<file path="config.mk">
export PLATFORM = sky130hd
export DESIGN_NAME = dps_min_chain
export DESIGN_NICKNAME = d
export VERILOG_FILES = /design/src/sv/dps_pkg.sv /design/src/sv/dps_min_chain.sv
export SDC_FILE = /design/constraint.sdc
export NUM_CORES = 1
export LEC_CHECK = 0
export BUFFER_PORTS_ARGS = -buffer_cell sky130_fd_sc_hd__buf_2
export CAP_MARGIN = 0
export CORE_ASPECT_RATIO = 0.6
export CORE_MARGIN = 2
export CORE_UTILIZATION = 41
export CTS_BUF_LIST = sky130_fd_sc_hd__clkbuf_8
export DETAILED_ROUTE_END_ITERATION = 7
export PLACE_DENSITY = 0.7
export SYNTH_ARGS = -nofsm -noshare
export SYNTH_HDL_FRONTEND = slang
export SYNTH_SLANG_ARGS = --single-unit
</file>
<file path="constraint.sdc">
create_clock -name clk -period 2.4 [get_ports clk]
set_input_delay 0.24 -clock clk [delete_from_list [all_inputs] [get_ports clk]]
set_output_delay 0.24 -clock clk [all_outputs]
set_load 0.05 [all_outputs]
</file>
<file path="src/sv/dps_pkg.sv">
// package: shared types and constants for the dense prim spanning tree block
`timescale 1ns / 1ps
`default_nettype none
package dps_pkg;
	localparam int KEY_BITS = 17;
	localparam logic [KEY_BITS-1:0] KEY_INIT = 17'd99999;

	typedef enum logic [3:0] {
		ST_LOAD = 4'b0001,
		ST_PICK = 4'b0010,
		ST_RELAX = 4'b0100,
		ST_EMIT = 4'b1000
	} state_t;

	// control broadcast from the sequencer to the cell chain
	typedef struct packed {
		logic clear;
		logic scan;
		logic relax;
		logic emit_shift;
	} cell_ctrl_t;
endpackage
`default_nettype wire

</file>
<file path="src/sv/dps_min_chain.sv">
// running minimum over the vertices stepped in, one vertex a cycle while step is high
`timescale 1ns / 1ps
`default_nettype none
module dps_min_chain #(
	parameter int IDX_BITS = 6
) (
	input wire clk,
	input wire arst_n,
	input wire start,
	input wire step,
	input wire [IDX_BITS-1:0] idx,
	input wire [dps_pkg::KEY_BITS-1:0] key,
	input wire in_tree,
	output logic [IDX_BITS-1:0] best_idx_q,
	output logic [dps_pkg::KEY_BITS-1:0] best_key_q,
	output logic found_q
);
	import dps_pkg::*;
	// strict less keeps the lowest index on ties
	always_ff @(posedge clk or negedge arst_n) begin
		if (!arst_n) begin
			found_q <= 1'b0;
			best_idx_q <= '0;
			best_key_q <= '0;
		end else if (start) begin
			found_q <= 1'b0;
		end else if (step && !in_tree && (!found_q || key < best_key_q)) begin
			found_q <= 1'b1;
			best_idx_q <= idx;
			best_key_q <= key;
		end
	end
endmodule
`default_nettype wire

</file>
==> results.md <==
- Skew final: 0.00445 ns
- Drt via density: 5.89
- Overall die width: 94.1 um
- DP HPWL: 3.88 mm
- Syn. warnings: 0
- WL/cell: 16.2 um
- HP Class: input pin to register
- Final #Nets: 344
- Final Setup Violations: 0
- Pre-CTS setup slack: -0.244 ns
- CTS sink count: 24
- CTS root buffer: clkbuf_8
- Arrival time worst endpoint: 2.33 ns
- Routed wire length: 5.88 mm
- Post-synth EDFFs: 0
- Critical path peak fanout: 15
- Period utilisation layout: 88.3%
- Top FF cell, synth: dfrtp_1
- First-pass GRT wire length: 9.69 mm
- Worst skew pair latency: 0.28 ns
- DRC violations left: 0
- Vias in the first global route: 2015
- Sequential area share after synthesis: 30.1%
- Register bit total from synthesis: 24
- Initial Util: 43.1%
- Routed Antenna Nets: 0
- TritonCTS clock tree: built
- # fillers: 442
- Routed via count: 2133
- Leakage: 1.14 nW
- Final hold slack: 0.165 ns
- RePlAce Congestion: 0.799
- Max-slew violation count: 0
- Layout Area Growth over Synthesis: 29.6%
- Die area: 0.00547 mm2
- Worst setup SP type: register
- PwrDens: 1270 mW/mm2
- Router iterations before antenna repair: 4
- I/O pin total: 52
- 1st-iter DRT viols: 170
- Syn_nets: 270
- Synth unique cells: 29
- Status: finished clean
- Max stage delay cell, worst path: nor2_2
- Final WS setup: 0.282 ns
- RSZ-0062 raised after global routing: no
- Final Hold Fails: 0
- Most common cell after layout, fill and taps aside: buf_2
- Fmax achieved: 472 MHz
- Critical Path Max Stage Delay: 0.44 ns
- Largest net degree at the start of global routing: 47
- Critical path class: register to register
- Syn Inst Count: 226
- Worst path most repeated cell: nand4_1
- Least-Margin Pin Slew: 0.567 ns
- Worst Path Required: 2.61 ns
- Delay-heaviest family, CP: simple AND/OR/NAND/NOR gates
- Rows: 19
- Initial antenna violation count: 0
- Min cycle time layout: 2.12 ns
- H-tree Lvls: 1
- Antenna cells: 0
- Slew headroom: 62.2%
- Chip height: 58.1 um
- Mapped Area: 0.00200 mm2
- GR Overflow Total: 0
- Total track usage: 22.5%
- Max_cap viols: 0
- Core area: 0.00464 mm2
- Ordered list of cells on the worst path: inv_1, ha_1, buf_4, a21oi_1, a211oi_4, nor2_2, buf_12, nand4_1, nand4_1
- Ys async rst share: 100%
- CP Capture Type: register
- Most frequent cells in the layout: 51 x buf_2, 47 x nand4_1, 37 x buf_4, 24 x nand3_1, 24 x dfrtp_1
- TritonCTS buffer count: 3
- CTS max path bufs: 2
- Layout cells sized above 1: 35.5%
- Clock-pin transition on the worst setup and hold timing paths: 0.09 ns
- Worst VDD drop: 0.632 mV
- Syn Area/Cell: 8.84 um2
- Port Buf Inserts: 51
- CP bufs+invs: 3
==> what timing repair did <==
item	CTS	global route
resized for setup	1	1
buffers inserted	0	6
cloned	1	0
endpoints found under the setup margin	19	19
hold buffers	1	0
endpoints found under the hold margin	24	0
pin swaps	1	2
==> layout make-up <==
cell class	count	area [um2]	share of cell area (%)
Sequential cell	24	601	23.2
Timing Repair Buffer	90	563	21.7
Clock buffer	4	55.1	2.13
Inverter	20	75.1	2.90
Tap cell	63	78.8	3.04
Multi-Input combinational cell	161	1220	47.0
==> through the flow <==
stage / TNS (ns) / utilization, % / std cells / total power [W] / instance area [um2]
2_1_floorplan: 0 / - / 226 / 0.00225 / 2000
3_3_place_gp: -0.940 / 53.0 / 350 / 0.00283 / 2460
3_5_place_dp: -1.46 / 53.0 / 350 / 0.00286 / 2460
4_1_cts: 0 / 54.8 / 356 / 0.00319 / 2540
5_1_grt: 0 / 55.8 / 362 / 0.00352 / 2590
6_report: 0 / 55.8 / 362 / 0.00329 / 2590
==> synthesized netlist by cell type (3+ instances only) <==
library cell,number,area (um2)
nand4_1,47,294
dfrtp_1,24,601
nand3_1,24,120
nand4b_1,23,201
o21ai_0,21,105
inv_1,20,75.1
ha_1,16,200
buf_2,8,40.0
clkbuf_1,6,22.5
a21oi_1,5,25.0
o21ai_1,5,25.0
buf_6,4,45.0
buf_4,3,22.5
nand2_1,3,11.3
==> worst paths after layout <==
path / start / end / slack, ns / cells after the start
worst max register to register: best_key_q[11] / best_key_q[14] / 0.28 / 9
worst max-delay path: best_key_q[11] / best_key_q[14] / 0.28 / 9
min in group asynchronous: arst_n / best_key_q[10] / 0.48 / 2
worst min register to register: best_idx_q[3] / best_idx_q[3] / 0.55 / 2
worst min-delay path: start / found_q / 0.16 / 2
max in group asynchronous: arst_n / best_key_q[0] / 1.55 / 2
==> cell families (layout without fill, tap and decap cells) <==
logic type,Yosys count,in the layout,share of synthesized area [%]
flops,24,24,30.1
compound gates,40,41,14.8
buf+inv,42,114,10.5
fa+ha+maj,16,16,10.0
simple gates,104,104,34.7
==> flip-flops by register name (all words and copies together), names as in the netlist <==
name and cells:
best_key_q 17, found_q 1, best_idx_q 6
==> where the power goes <==
part / total, W / switching [W] / internal, W / leakage (nW)
clock network: 0.000294 / 0.000147 / 0.000147 / 0.0288
registers: 0.000708 / 0.000126 / 0.000581 / 0.288
logic: 0.00229 / 0.00152 / 0.000773 / 0.828
==> layer usage <==
| metal | global-route usage (%) | part of all wire (%) |
|---|---|---|
| met5 | 0 | 0 |
| met4 | 4.35 | 0.58 |
| met3 | 5.20 | 9.4 |
| met2 | 32.6 | 41 |
| met1 | 34.2 | 49 |
Note: power is estimated with default switching activity, not from simulation.
