$ cat src/sv/dps_pkg.sv
// package: shared types and constants for the dense prim spanning tree block
`timescale 1ns / 1ps
`default_nettype none
package dps_pkg;
	localparam int KEY_BITS = 17;
	localparam logic [KEY_BITS-1:0] KEY_INIT = 17'd99999;

	typedef enum logic [3:0] {
		ST_LOAD = 4'b0001,
		ST_PICK = 4'b0010,
		ST_RELAX = 4'b0100,
		ST_EMIT = 4'b1000
	} state_t;

	// control broadcast from the sequencer to the cell chain
	typedef struct packed {
		logic clear;
		logic scan;
		logic relax;
		logic emit_shift;
	} cell_ctrl_t;
endpackage
`default_nettype wire

$ cat src/sv/dps_cell.sv
// one vertex cell: key, tree flag and parent, with a shift path to its neighbor
`timescale 1ns / 1ps
`default_nettype none
module dps_cell #(
	parameter int IDX_BITS = 6,
	parameter int WEIGHT_BITS = 16,
	parameter logic [IDX_BITS-1:0] MY_IDX = '0
) (
	input wire clk,
	input wire arst_n,
	input wire dps_pkg::cell_ctrl_t ctrl,
	input wire active,
	input wire [IDX_BITS-1:0] pick_idx,
	input wire [IDX_BITS-1:0] relax_idx,
	input wire [WEIGHT_BITS-1:0] relax_wt,
	input wire [dps_pkg::KEY_BITS-1:0] key_in,
	input wire [IDX_BITS-1:0] par_in,
	input wire has_in,
	input wire tree_in,
	output logic [dps_pkg::KEY_BITS-1:0] key_q,
	output logic [IDX_BITS-1:0] par_q,
	output logic has_q,
	output logic tree_q
);
	import dps_pkg::*;
	logic [KEY_BITS-1:0] wt_ext;
	assign wt_ext = KEY_BITS'(relax_wt);

	// state update: clear, mark picked, relax through weight, or shift out
	always_ff @(posedge clk or negedge arst_n) begin
		if (!arst_n) begin
			key_q <= (MY_IDX == '0) ? '0 : KEY_INIT;
			tree_q <= 1'b0;
			has_q <= 1'b0;
			par_q <= '0;
		end else if (ctrl.clear) begin
			key_q <= (MY_IDX == '0) ? '0 : KEY_INIT;
			tree_q <= 1'b0;
			has_q <= 1'b0;
		end else if (ctrl.emit_shift) begin
			key_q <= key_in;
			par_q <= par_in;
			has_q <= has_in;
			tree_q <= tree_in;
		end else if (ctrl.scan) begin
			if (active && pick_idx == MY_IDX) tree_q <= 1'b1;
		end else if (ctrl.relax) begin
			if (active && relax_idx == MY_IDX && relax_wt != '0 && !tree_q
			    && wt_ext < key_q) begin
				key_q <= wt_ext;
				par_q <= pick_idx;
				has_q <= 1'b1;
			end
		end
	end
endmodule
`default_nettype wire

$ cat config.mk
export PLATFORM = sky130hd
export DESIGN_NAME = dps_cell
export DESIGN_NICKNAME = d
export VERILOG_FILES = /design/src/sv/dps_pkg.sv /design/src/sv/dps_cell.sv
export SDC_FILE = /design/constraint.sdc
export NUM_CORES = 1
export LEC_CHECK = 0
export BUFFER_PORTS_ARGS = -buffer_cell sky130_fd_sc_hd__buf_2
export CAP_MARGIN = 20
export CORE_UTILIZATION = 52
export DETAILED_ROUTE_END_ITERATION = 8
export GPL_TIMING_DRIVEN = 0
export PLACE_DENSITY = 0.91
export RECOVER_POWER = 100
export SLEW_MARGIN = 30
export SYNTH_ARGS = -nofsm -noshare
export SYNTH_HDL_FRONTEND = slang
export SYNTH_SLANG_ARGS = --single-unit
export TNS_END_PERCENT = 20
$ cat constraint.sdc
create_clock -name clk -period 5 [get_ports clk]
set_input_delay 0.25 -clock clk [delete_from_list [all_inputs] [get_ports clk]]
set_output_delay 0.25 -clock clk [all_outputs]
set_load 0.01 [all_outputs]
==> flow_metrics.py <==
metrics = {
    "yosys": {
        "synth_seq_cells": 25,
        "seq_area_frac_synth_pct": 31.8,
        "synth_top_area_share_pct": 31.8,
        "yosys_warnings": 0,
        "async_reset_ff_share_pct": 100,
        "synth_edf_count": 0,
        "synthTopCellsByCount": "inv_1, nand2_1, dfrtp_1",
        "avgSynthCellArea_sq_um": 9.35,
        "syn_area_sq_um": 1960,
        "synth_cells": 210,
        "synth_fp_nets": 285,
        "synth_top_area_cell": "dfrtp_1",
        "yosysMostFrequentCell": "inv_1",
        "netlist_top_cells_area": "dfrtp_1, a221oi_2, ha_1",
        "ys_types": 40,
        "ys.flop_type": "dfrtp_1",
    },
    "drt": {
        "drcViolationCount": 0,
        "wl_per_cell_um": 15.2,
        "ant_nets": 0,
        "met3WireLength_um": 337,
        "drt_wl_total_um": 5240,
        "dr_total_vias": 1978,
        "highest_layer": "met4",
        "met1_length_um": 2240,
        "firstDrtPassIters": 4,
        "vias_per_cell": 5.73,
        "drtIter0Drc": 132,
        "wl_met2_um": 2600,
    },
    "worst_hold_path": {
        "min_path_cells": 3,
        "hp-class": "in -> reg",
    },
    "worst_setup_path": {
        "crit_path_end_kind": "flop",
        "worstPathArrival_ns": 3.09,
        "critPathLaunchType": "flop",
        "cp.required_ns": 5.17,
        "reg2reg_depth": 9,
        "crit_path_max_fanout": 10,
        "criticalPathCategory": "reg -> reg",
    },
    "timing": {
        "clock.fmax_ghz": 0.341,
        "worst_pin_slew_ns": 1.35,
        "fin_ws_ns": 2.07,
        "timing.hold.ws_ns": 0.196,
        "skew_ns": 0.00220,
        "fin_crit_sh_pct": 58.6,
        "setup_tns_ns": 0,
        "hold_viol": 0,
        "fin_crit_ns": 2.93,
        "rsz0062_at_grt": "false",
        "max_slew_margin_pct": 9.74,
        "setup_violations": 0,
        "final_max_slew_viol_count": 0,
    },
    "power": {
        "powerDensity_nw_per_um2": 219,
        "total_power_uw": 515,
        "p_leak_nw": 1.17,
        "vdd_drop_max_mv": 0.138,
    },
    "cts": {
        "clk_transition_reported_paths_ns": 0.09,
        "cts_resized": 0,
        "cts_buffer_depth": 2,
        "h-tree-depth": 1,
        "post-cts-setup-buffers": 0,
        "postCtsHoldBufs": 1,
        "clockRootBuffer": "clkbuf_8",
        "cts_buffers": 3,
        "cts.sinks": 25,
        "cts_tree": "built",
        "insertion_delay_ns": 0.28,
    },
    "placement": {
        "dp_slack_ns": 2.67,
        "hpwl_um": 4100,
        "numPortBuffers": 84,
        "gp_congestion": 0.834,
    },
    "die": {
        "io_pins": 85,
        "core_sq_um": 3470,
        "die-area_sq_um": 4030,
        "num_rows": 21,
        "die_w_um": 63.5,
        "initial_utilization_pct": 56.6,
        "die_h_um": 63.5,
    },
    "run_status": {
        "outcome": "finished clean",
    },
    "grt": {
        "antenna_found_initial": 0,
        "grt_max_degree": 26,
        "overflow": 0,
        "grt_pass1_vias": 1896,
        "grt_pass1_wl_um": 8440,
        "grt_use_total_pct": 26.8,
    },
    "layout": {
        "fin_util_pct": 67.9,
        "layout.nets": 375,
        "drive_gt1_share_pct": 23.7,
        "diodes": 0,
        "syn2layout_area_growth_pct": 19.9,
    },
    "run": {
        "drv_cap": 0,
    },
}
## critical path, stage by stage (launching register included)
cell and delay, ns:
dfrtp_1 0.38, inv_1 0.05, ha_1 0.27, nor2b_1 0.16, nor2b_1 0.26, nor2_1 0.18
a31oi_1 0.65, clkbuf_1 0.45, nand2_1 0.11, a221oi_1 0.31
## cell families after synthesis
logic type,after synthesis,share of synthesized area (%)
buffers and inverters,45,10.2
DFF,25,31.8
and+or+nand+nor,61,16.6
muxes,6,3.06
adders and majority gates,15,9.55
AOI/OAI and AO/OA,58,28.8
## where the power goes
| group | switching, mW | internal [mW] |
|---|---|---|
| clock | 0.0684 | 0.0573 |
| sequential | 0.0153 | 0.220 |
| combinational | 0.0857 | 0.0689 |
## through the flow
stage,instance area (sq um),std cells
global placement,2440,340
CTS,2500,345
finish,2360,345
global route,2360,345
floorplan,1960,210
detailed placement,2440,340
## worst paths after layout
path	from	end	slack [ns]
hold / removal	par_in[4]	par_q[4]	0.20
hold reg to reg	par_q[4]	par_q[4]	0.56
max in group asynchronous	arst_n	key_q[15]	3.41
setup / recovery	key_q[15]	key_q[1]	2.07
min in group asynchronous	arst_n	key_q[7]	0.80
setup reg to reg	key_q[15]	key_q[1]	2.07
## cells in the final DEF (no fill, tap or decap), types with 3 or more instances in the layout
| cell | count |
|---|---|
| dfrtp_1 | 25 |
| ha_1 | 15 |
| a22oi_1 | 4 |
| buf_2 | 59 |
| nor2b_1 | 8 |
| a221oi_1 | 15 |
| mux2i_1 | 6 |
| inv_1 | 33 |
| nor4_1 | 6 |
| nor2_1 | 7 |
| a31oi_1 | 17 |
| clkbuf_1 | 35 |
| clkbuf_8 | 3 |
| nor3b_1 | 4 |
| nand2_1 | 26 |
| a21oi_1 | 7 |
## final cells by class
type,instances,area (sq um)
multi-input cells,140,1040
repair buffers,85,397
fillers,342,1110
inverters,33,124
flip-flops and latches,25,626
well taps,46,57.6
plain buffers,12,67.6
clock buffers,4,45.0
## sequential cells by signal, summed over array words and instances (netlist names)
register and count:
tree_q 1, par_q 6, key_q 17, has_q 1
## metal layers
metal | vias to the layer above | global-route usage [%]
met2 | 89 | 47.7
met5 | - | 0
met4 | 0 | 9.38
li1 | 944 | -
met1 | 939 | 32.6
met3 | 6 | 3.44
Note: power is estimated with default switching activity, not from simulation.
